## config.mk

```make
export PLATFORM = sky130hd
export DESIGN_NAME = binary_map_free_cell_finder
export DESIGN_NICKNAME = d
export VERILOG_FILES = /design/src/hdl/bmf_pkg.sv /design/src/hdl/bmf_line_ram.sv /design/src/hdl/bmf_window.sv /design/src/hdl/binary_map_free_cell_finder.sv
export SDC_FILE = /design/constraint.sdc
export NUM_CORES = 2
export LEC_CHECK = 0
export CORE_UTILIZATION = 40
export CTS_BUF_LIST = sky130_fd_sc_hd__clkbuf_8
export DETAILED_ROUTE_END_ITERATION = 7
export DONT_BUFFER_PORTS = 1
export SYNTH_ARGS = -nofsm -noshare
export SYNTH_HDL_FRONTEND = slang
export SYNTH_HIERARCHICAL = 1
export SYNTH_SLANG_ARGS = --single-unit
export TNS_END_PERCENT = 1
```

## constraint.sdc

```tcl
create_clock -name clk -period 44.4 [get_ports clk]
set_input_delay 8.88 -clock clk [delete_from_list [all_inputs] [get_ports clk]]
set_output_delay 8.88 -clock clk [all_outputs]
set_load 0.05 [all_outputs]
```

## src/hdl/bmf_pkg.sv

```systemverilog
// shared types, constants and helpers for the binary map free cell finder
// no dependencies
`default_nettype none

package bmf_pkg;

  localparam int MAX_WIDTH  = 1024;
  localparam int MAX_HEIGHT = 1024;

  localparam int COL_W = $clog2(MAX_WIDTH);
  localparam int ROW_W = $clog2(MAX_HEIGHT);
  localparam int DIM_W = 11;
  localparam int PIX_W = 8;
  localparam int PT_W  = 10;

  // line store entry: bit 1 row two above, bit 0 row above
  localparam int LINE_W = 2;

  // window shift keeps the two older columns of each row
  localparam logic [8:0] WIN_SHIFT_MASK = 9'h1B6;

  typedef enum logic [0:0] {
    CFG_IMAGE_WIDTH  = 1'b0,
    CFG_IMAGE_HEIGHT = 1'b1
  } cfg_idx_t;

  typedef struct packed {
    logic [COL_W-1:0] col;
    logic [ROW_W-1:0] row;
    logic             cur;
  } bmf_item_t;

  typedef struct packed {
    logic [PT_W-1:0] x;
    logic [PT_W-1:0] y;
  } bmf_point_t;

  // zero reads as one, anything past the maximum saturates
  function automatic logic [DIM_W-1:0] clamp_dim(input logic [DIM_W-1:0] v,
                                                 input logic [DIM_W-1:0] maxv);
    logic [DIM_W-1:0] r;
    if (v == '0) begin
      r = DIM_W'(1);
    end else if (v > maxv) begin
      r = maxv;
    end else begin
      r = v;
    end
    return r;
  endfunction

endpackage

`default_nettype wire

```

## src/hdl/bmf_line_ram.sv

```systemverilog
// line store memory: one entry per column, two obstacle bits per entry
// depends on bmf_pkg
`default_nettype none

module bmf_line_ram import bmf_pkg::*; (
  input  wire logic              clk,
  input  wire logic              wr_en,
  input  wire logic [COL_W-1:0]  wr_addr,
  input  wire logic [LINE_W-1:0] wr_data,
  input  wire logic              rd_en,
  input  wire logic [COL_W-1:0]  rd_addr,
  output logic      [LINE_W-1:0] rd_data
);

  logic [LINE_W-1:0] mem [MAX_WIDTH];
  logic [LINE_W-1:0] rd_data_r;

  always_ff @(posedge clk) begin
    if (wr_en) begin
      mem[wr_addr] <= wr_data;
    end
  end

  // read before write on a same-address collision
  always_ff @(posedge clk) begin
    if (rd_en) begin
      rd_data_r <= mem[rd_addr];
    end
  end

  assign rd_data = rd_data_r;

endmodule

`default_nettype wire

```

## src/hdl/bmf_window.sv

```systemverilog
// 3x3 obstacle window, border test and result coordinates
// depends on bmf_pkg
`default_nettype none

module bmf_window import bmf_pkg::*; (
  input  wire logic              clk,
  input  wire logic              rst_n,
  input  wire logic              advance,
  input  wire bmf_item_t         item,
  input  wire logic [LINE_W-1:0] line_bits,
  input  wire logic [DIM_W-1:0]  dim_w,
  input  wire logic [DIM_W-1:0]  dim_h,
  output logic                   hit,
  output bmf_point_t             point,
  output logic      [LINE_W-1:0] wr_bits
);

  logic [8:0]       win_r;
  logic [8:0]       win_nxt;
  logic             up;
  logic             mid;
  logic             in_border;
  logic [DIM_W-1:0] col_ext;
  logic [DIM_W-1:0] row_ext;
  logic [DIM_W-1:0] x_diff;

  assign up  = line_bits[1];
  assign mid = line_bits[0];

  // top row in bits 2..0, middle 5..3, bottom 8..6, newest column lowest
  assign win_nxt = ((win_r << 1) & WIN_SHIFT_MASK) |
                   {2'b00, item.cur, 2'b00, mid, 2'b00, up};

  assign col_ext = {1'b0, item.col};
  assign row_ext = {1'b0, item.row};

  // centre sits one row up and one column left; keep it off the border
  assign in_border = (col_ext >= DIM_W'(2)) && (col_ext <= dim_w - DIM_W'(1)) &&
                     (row_ext >= DIM_W'(2)) && (row_ext <= dim_h - DIM_W'(1));

  // centre and all eight neighbours must be free
  assign hit = in_border && (win_nxt == '0);

  assign x_diff  = dim_w - col_ext;
  assign point.x = x_diff[PT_W-1:0];
  assign point.y = PT_W'(item.row - ROW_W'(1));

  // row above moves up, current pixel becomes the row above
  assign wr_bits = {mid, item.cur};

  always_ff @(posedge clk) begin
    if (!rst_n) begin
      win_r <= '0;
    end else if (advance) begin
      win_r <= win_nxt;
    end
  end

endmodule

`default_nettype wire

```

## src/hdl/binary_map_free_cell_finder.sv

```systemverilog
// top level of the binary map free cell finder: counters, line store control,
// forwarding and output register; depends on bmf_pkg, bmf_line_ram, bmf_window
`default_nettype none

// Streaming 3x3 binary erosion over an occupancy map. Pixels come in raster
// order, one beat per pixel; any nonzero pixel is an obstacle. For each pixel
// the block tests the cell one row up and one column left, and when that cell
// and its eight neighbours are all free and it is off the image border, one
// result beat carries its mirrored column (width - column - 1) and its row.
// A pixel is taken every clock while results flow: the line store is read
// when a pixel is taken and written back when that pixel leaves stage one,
// with a forwarding path for back-to-back pixels in the same column (width
// one). A result is registered in the output register, which also decouples
// the two sides. After reset the line store is cleared one entry a cycle, so
// the input stalls until all 1024 entries are clear. Width and height come
// from the configuration registers (zero reads as one, values above 1024
// saturate) and must be written only while the block is idle.

module binary_map_free_cell_finder import bmf_pkg::*; (
  input  wire logic             clk,
  input  wire logic             rst_n,
  // configuration
  input  wire logic             cfg_wr_en,
  input  wire logic [0:0]       cfg_index,
  input  wire logic [DIM_W-1:0] cfg_wr_data,
  // pixel channel
  input  wire logic             in_valid,
  output logic                  in_stall,
  input  wire logic [PIX_W-1:0] in_pixel_value,
  // result channel
  output logic                  out_valid,
  input  wire logic             out_stall,
  output logic      [PT_W-1:0]  out_point_x,
  output logic      [PT_W-1:0]  out_point_y
);

  // configuration registers
  logic [DIM_W-1:0] width_r;
  logic [DIM_W-1:0] height_r;
  logic [DIM_W-1:0] dim_w;
  logic [DIM_W-1:0] dim_h;

  // position of the next pixel
  logic [COL_W-1:0] col_r;
  logic [ROW_W-1:0] row_r;
  logic [DIM_W-1:0] col_inc;
  logic [DIM_W-1:0] row_inc;

  // line store clearing pass
  logic             clr_r;
  logic [COL_W-1:0] clr_addr_r;

  // second stage: line data back from the memory
  logic              s1_v_r;
  bmf_item_t         s1_item_r;
  logic              s1_go;
  logic              in_beat;
  bmf_item_t         in_item;

  // forwarding for a read that raced the write of the same entry
  logic              fwd_v_r;
  logic [LINE_W-1:0] fwd_bits_r;
  logic [LINE_W-1:0] rd_data;
  logic [LINE_W-1:0] line_bits;
  logic [LINE_W-1:0] wr_bits;

  // memory port
  logic              mem_wr_en;
  logic [COL_W-1:0]  mem_wr_addr;
  logic [LINE_W-1:0] mem_wr_data;

  // result
  logic       hit;
  bmf_point_t point;
  logic       out_valid_r;
  bmf_point_t out_point_r;

  // ---------------------------------------------------------------- config
  always_ff @(posedge clk) begin
    if (!rst_n) begin
      width_r  <= DIM_W'(MAX_WIDTH);
      height_r <= DIM_W'(MAX_HEIGHT);
    end else if (cfg_wr_en) begin
      unique case (cfg_idx_t'(cfg_index))
        CFG_IMAGE_WIDTH:  width_r  <= cfg_wr_data;
        CFG_IMAGE_HEIGHT: height_r <= cfg_wr_data;
        default: ;
      endcase
    end
  end

  assign dim_w = clamp_dim(width_r, DIM_W'(MAX_WIDTH));
  assign dim_h = clamp_dim(height_r, DIM_W'(MAX_HEIGHT));

  // ------------------------------------------------------------ handshakes
  // stage one moves on when the output register is free or being drained
  assign s1_go    = s1_v_r && (!out_valid_r || !out_stall);
  assign in_stall = clr_r || (s1_v_r && !s1_go);
  assign in_beat  = in_valid && !in_stall;

  assign in_item.col = col_r;
  assign in_item.row = row_r;
  assign in_item.cur = |in_pixel_value;

  // -------------------------------------------------------------- counters
  assign col_inc = {1'b0, col_r} + DIM_W'(1);
  assign row_inc = {1'b0, row_r} + DIM_W'(1);

  // a counter past a shrunken dimension wraps at its next step
  always_ff @(posedge clk) begin
    if (!rst_n) begin
      col_r <= '0;
      row_r <= '0;
    end else if (in_beat) begin
      if (col_inc >= dim_w) begin
        col_r <= '0;
        row_r <= (row_inc >= dim_h) ? '0 : row_inc[ROW_W-1:0];
      end else begin
        col_r <= col_inc[COL_W-1:0];
      end
    end
  end

  // ---------------------------------------------------------- clear pass
  always_ff @(posedge clk) begin
    if (!rst_n) begin
      clr_r      <= 1'b1;
      clr_addr_r <= '0;
    end else if (clr_r) begin
      clr_addr_r <= clr_addr_r + COL_W'(1);
      if (clr_addr_r == COL_W'(MAX_WIDTH - 1)) begin
        clr_r <= 1'b0;
      end
    end
  end

  // --------------------------------------------------------------- stage 1
  always_ff @(posedge clk) begin
    if (!rst_n) begin
      s1_v_r <= 1'b0;
    end else if (in_beat) begin
      s1_v_r <= 1'b1;
    end else if (s1_go) begin
      s1_v_r <= 1'b0;
    end
  end

  always_ff @(posedge clk) begin
    if (in_beat) begin
      s1_item_r <= in_item;
    end
  end

  // the write of the item ahead lands on the same edge as this read
  always_ff @(posedge clk) begin
    if (!rst_n) begin
      fwd_v_r <= 1'b0;
    end else if (in_beat) begin
      fwd_v_r <= s1_go && (s1_item_r.col == col_r);
    end
  end

  always_ff @(posedge clk) begin
    if (in_beat) begin
      fwd_bits_r <= wr_bits;
    end
  end

  assign line_bits = fwd_v_r ? fwd_bits_r : rd_data;

  // ---------------------------------------------------------- line store
  assign mem_wr_en   = clr_r || s1_go;
  assign mem_wr_addr = clr_r ? clr_addr_r : s1_item_r.col;
  assign mem_wr_data = clr_r ? '0 : wr_bits;

  bmf_line_ram u_line_ram (
    .clk     (clk),
    .wr_en   (mem_wr_en),
    .wr_addr (mem_wr_addr),
    .wr_data (mem_wr_data),
    .rd_en   (in_beat),
    .rd_addr (col_r),
    .rd_data (rd_data)
  );

  bmf_window u_window (
    .clk       (clk),
    .rst_n     (rst_n),
    .advance   (s1_go),
    .item      (s1_item_r),
    .line_bits (line_bits),
    .dim_w     (dim_w),
    .dim_h     (dim_h),
    .hit       (hit),
    .point     (point),
    .wr_bits   (wr_bits)
  );

  // ------------------------------------------------------ output register
  always_ff @(posedge clk) begin
    if (!rst_n) begin
      out_valid_r <= 1'b0;
    end else if (s1_go) begin
      out_valid_r <= hit;
    end else if (!out_stall) begin
      out_valid_r <= 1'b0;
    end
  end

  always_ff @(posedge clk) begin
    if (s1_go && hit) begin
      out_point_r <= point;
    end
  end

  assign out_valid   = out_valid_r;
  assign out_point_x = out_point_r.x;
  assign out_point_y = out_point_r.y;

`ifndef SYNTH
  // a new result beat only ever comes from a stage one advance
  a_result_source: assert property (@(posedge clk) disable iff (!rst_n)
    $rose(out_valid_r) |-> $past(s1_go))
    else $error("result beat without a stage one advance");

  // the forward flag is only raised by a pixel beat
  a_fwd_back_to_back: assert property (@(posedge clk) disable iff (!rst_n)
    $rose(fwd_v_r) |-> $past(in_beat))
    else $error("forward flag set without a preceding pixel");

  // no pixel reaches stage one while the clear pass runs
  a_no_pixel_in_clear: assert property (@(posedge clk) disable iff (!rst_n)
    clr_r |=> !s1_v_r)
    else $error("pixel taken during line store clear");

  // the column advances by one inside a row
  a_col_step: assert property (@(posedge clk) disable iff (!rst_n)
    (in_beat && (col_inc < dim_w)) |=> (col_r == $past(col_inc[COL_W-1:0])))
    else $error("column counter skipped");
`endif

endmodule

`default_nettype wire
```

==> flow_metrics.py <==
metrics = {
    "global_routing": {
        "grt_max_degree": 210,
        "grt-ovfl-total": 0,
        "grt_use_total": 0.212,
        "grt_pass1_wl_mm": 353,
        "antenna_found_initial": 9,
        "first_global_vias": 51838,
    },
    "status": {
        "outcome": "complete, no violations",
    },
    "drt": {
        "avgViaCountPerCell": 5.76,
        "firstDrtPassIters": 5,
        "drc": 0,
        "detail-route-antenna-nets": 0,
        "wire_per_inst_um": 27.8,
        "dr_total_vias": 50452,
        "totalWireLength_mm": 243,
        "drtIter0Drc": 5601,
    },
    "setup_path": {
        "crit_path_start_kind": "input pin",
        "path_class": "input pin to primary output",
        "cp.required_ps": 35520,
        "cp_slowest_cell": "inv_1",
        "crit_family": "buffers and inverters",
        "cp_cell_sequence": "a31oi_1 -> inv_1",
        "path_max_fanout": 3,
        "path_buf_inv": 1,
        "cp_slowest_stage_delay_ps": 260,
        "worstPathArrival_ps": 9350,
        "critPathCaptureType": "primary output",
        "ff2ff_setup_slack_ps": 36910,
    },
    "synthesis": {
        "synth.distinct_cells": 91,
        "syn_area_sq_um": 90100,
        "synth_seq_area_share": 0.711,
        "syn_inst": 5470,
        "ys_ff_latch": 2155,
        "ys.flop_type": "edfxtp_1",
        "synth_warnings": 6,
        "synthArstFlopShare": 0,
        "synth_edf_count": 2093,
        "syn_avg_cell_area_sq_um": 16.5,
        "syn-num-nets": 5554,
    },
    "clocking": {
        "htree_levels": 5,
        "cts_root_buf": "clkbuf_8",
        "cts_made_buffers": 357,
        "path_clk_slew_ps": 60,
        "cts.path.max_buffers": 4,
        "post_cts_buffers": 0,
        "clkLatencyLatePin_ps": 1050,
        "cts.repair.resized": 0,
        "cts.sinks": 2155,
        "cts_hold_buf": 0,
        "cts_tree": "yes",
    },
    "cells_and_area": {
        "final_util": 0.445,
        "nNetsFinal": 5604,
        "drive_above_1_share": 0.184,
        "syn2layout_area_growth_pct": 10.1,
    },
    "power_and_ir_drop": {
        "finalPower_w": 0.00381,
        "irDropWorstVdd_uv": 18.5,
        "p_leak_nw": 34.8,
        "p_per_area_nw_per_um2": 38.4,
    },
    "die": {
        "row_count": 173,
        "die_area_sq_um": 227000,
        "initial_core_util": 0.404,
        "die_h_um": 477,
        "pin_count": 47,
        "die_w_um": 477,
        "core_area_sq_um": 223000,
    },
    "sta": {
        "hold_viol": 0,
        "rsz0062_at_grt": "false",
        "setup_violations": 0,
        "timing.final.crit_share": 0.411,
        "setup_ws_ps": 26170,
        "final.min_clock_period_ps": 18230,
        "relSlewSlack": 0.0894,
        "maxSlewViolCount": 0,
        "skew_ps": 78.2,
        "worst_slew_pin_slew_ps": 1360,
        "timing.hold.ws_ps": 472,
        "setup_tns_ps": 0,
        "fmax_mhz": 54.9,
    },
    "place": {
        "place.port_buffers": 0,
        "place_ws_ps": 26180,
        "place.gp.congestion": 0.822,
        "dpl.hpwl_mm": 134,
    },
    "flow_run": {
        "cap_violations": 0,
    },
    "hold_path": {
        "hp-class": "flip-flop to flip-flop",
    },
}
[cells by family after synthesis]
logic type      Yosys count  share of synthesized area
fa+ha+maj                59                    0.00827
xor+xnor                 72                    0.00708
simple gates           1579                     0.0735
compound gates          458                     0.0356
mux                     683                      0.138
buf+inv                 464                     0.0259
flops                  2155                      0.711
[stage by stage]
step,cell area [sq um],cells
CTS,99200,8751
global route,99200,8756
floorplan,90100,5470
global placement,93000,8134
finish,99300,8759
detailed placement,93000,8135
[cell usage after synthesis (34+ instances only)]
library cell,instances,area [sq um]
a22oi_1,45,338
mux4_2,449,10100
buf_6,34,383
nand3_1,58,290
o221ai_1,82,718
inv_1,45,169
nand2_1,194,728
mux2i_1,212,2120
o22ai_1,45,282
o21ai_0,47,235
edfxtp_1,2093,62900
nor3_1,58,290
buf_1,55,206
xor2_1,38,333
clkbuf_1,252,946
dfxtp_1,62,1240
a21oi_1,111,556
ha_1,58,726
nor2_1,1103,4140
[sequential cells by signal, indices dropped and copies added, names as in the netlist, 11 cells and up]
name            count
u_line_ram/mem   2048
width_r            11
height_r           11
s1_item_r          21
[power by group]
part / leakage, nW / switching, W / total [W] / internal (W)
clock network: 3.61 / 0.000775 / 0.00157 / 0.000795
registers: 24.7 / 0.00000122 / 0.00220 / 0.00220
logic: 6.49 / 0.0000287 / 0.0000384 / 0.00000963
total: 34.8 / 0.000805 / 0.00381 / 0.00300
[layer usage]
metal | part of all wire | GRT usage | up-vias | wire, um
met4 | 0.033 | 0.0743 | 0 | 7980
met2 | 0.49 | 0.349 | 2186 | 119000
met3 | 0.081 | 0.0403 | 466 | 19600
li1 | - | - | 21462 | -
met5 | 0 | 0 | - | 0
met1 | 0.40 | 0.280 | 26338 | 96800
[worst paths after layout]
check,startpoint,endpoint,cells after the start
max,out_stall,in_stall,2
min,height_r[0],height_r[0],2
max reg2reg,col_r[0],u_line_ram/rd_data[0],11
min reg2reg,height_r[0],height_r[0],2
[final cells by class]
class | instances | area [sq um]
clock inverters | 250 | 1170
multi-input cells | 2851 | 24100
inverters | 48 | 184
clock buffers | 366 | 5040
well taps | 2975 | 3720
repair buffers | 107 | 906
flip-flops and latches | 2155 | 64100
fillers | 19448 | 124000
diodes | 7 | 17.5
[placed cells by master (no fill, tap or decap), types with 82 or more instances in the layout]
cell type / count
a21oi_1: 111
inv_1: 161
edfxtp_1: 2093
nor2_1: 1100
o221ai_1: 82
mux2i_1: 212
buf_4: 99
clkinv_1: 90
nand2_1: 188
clkbuf_8: 366
mux4_2: 449
Power figures use the tool's default switching activity.
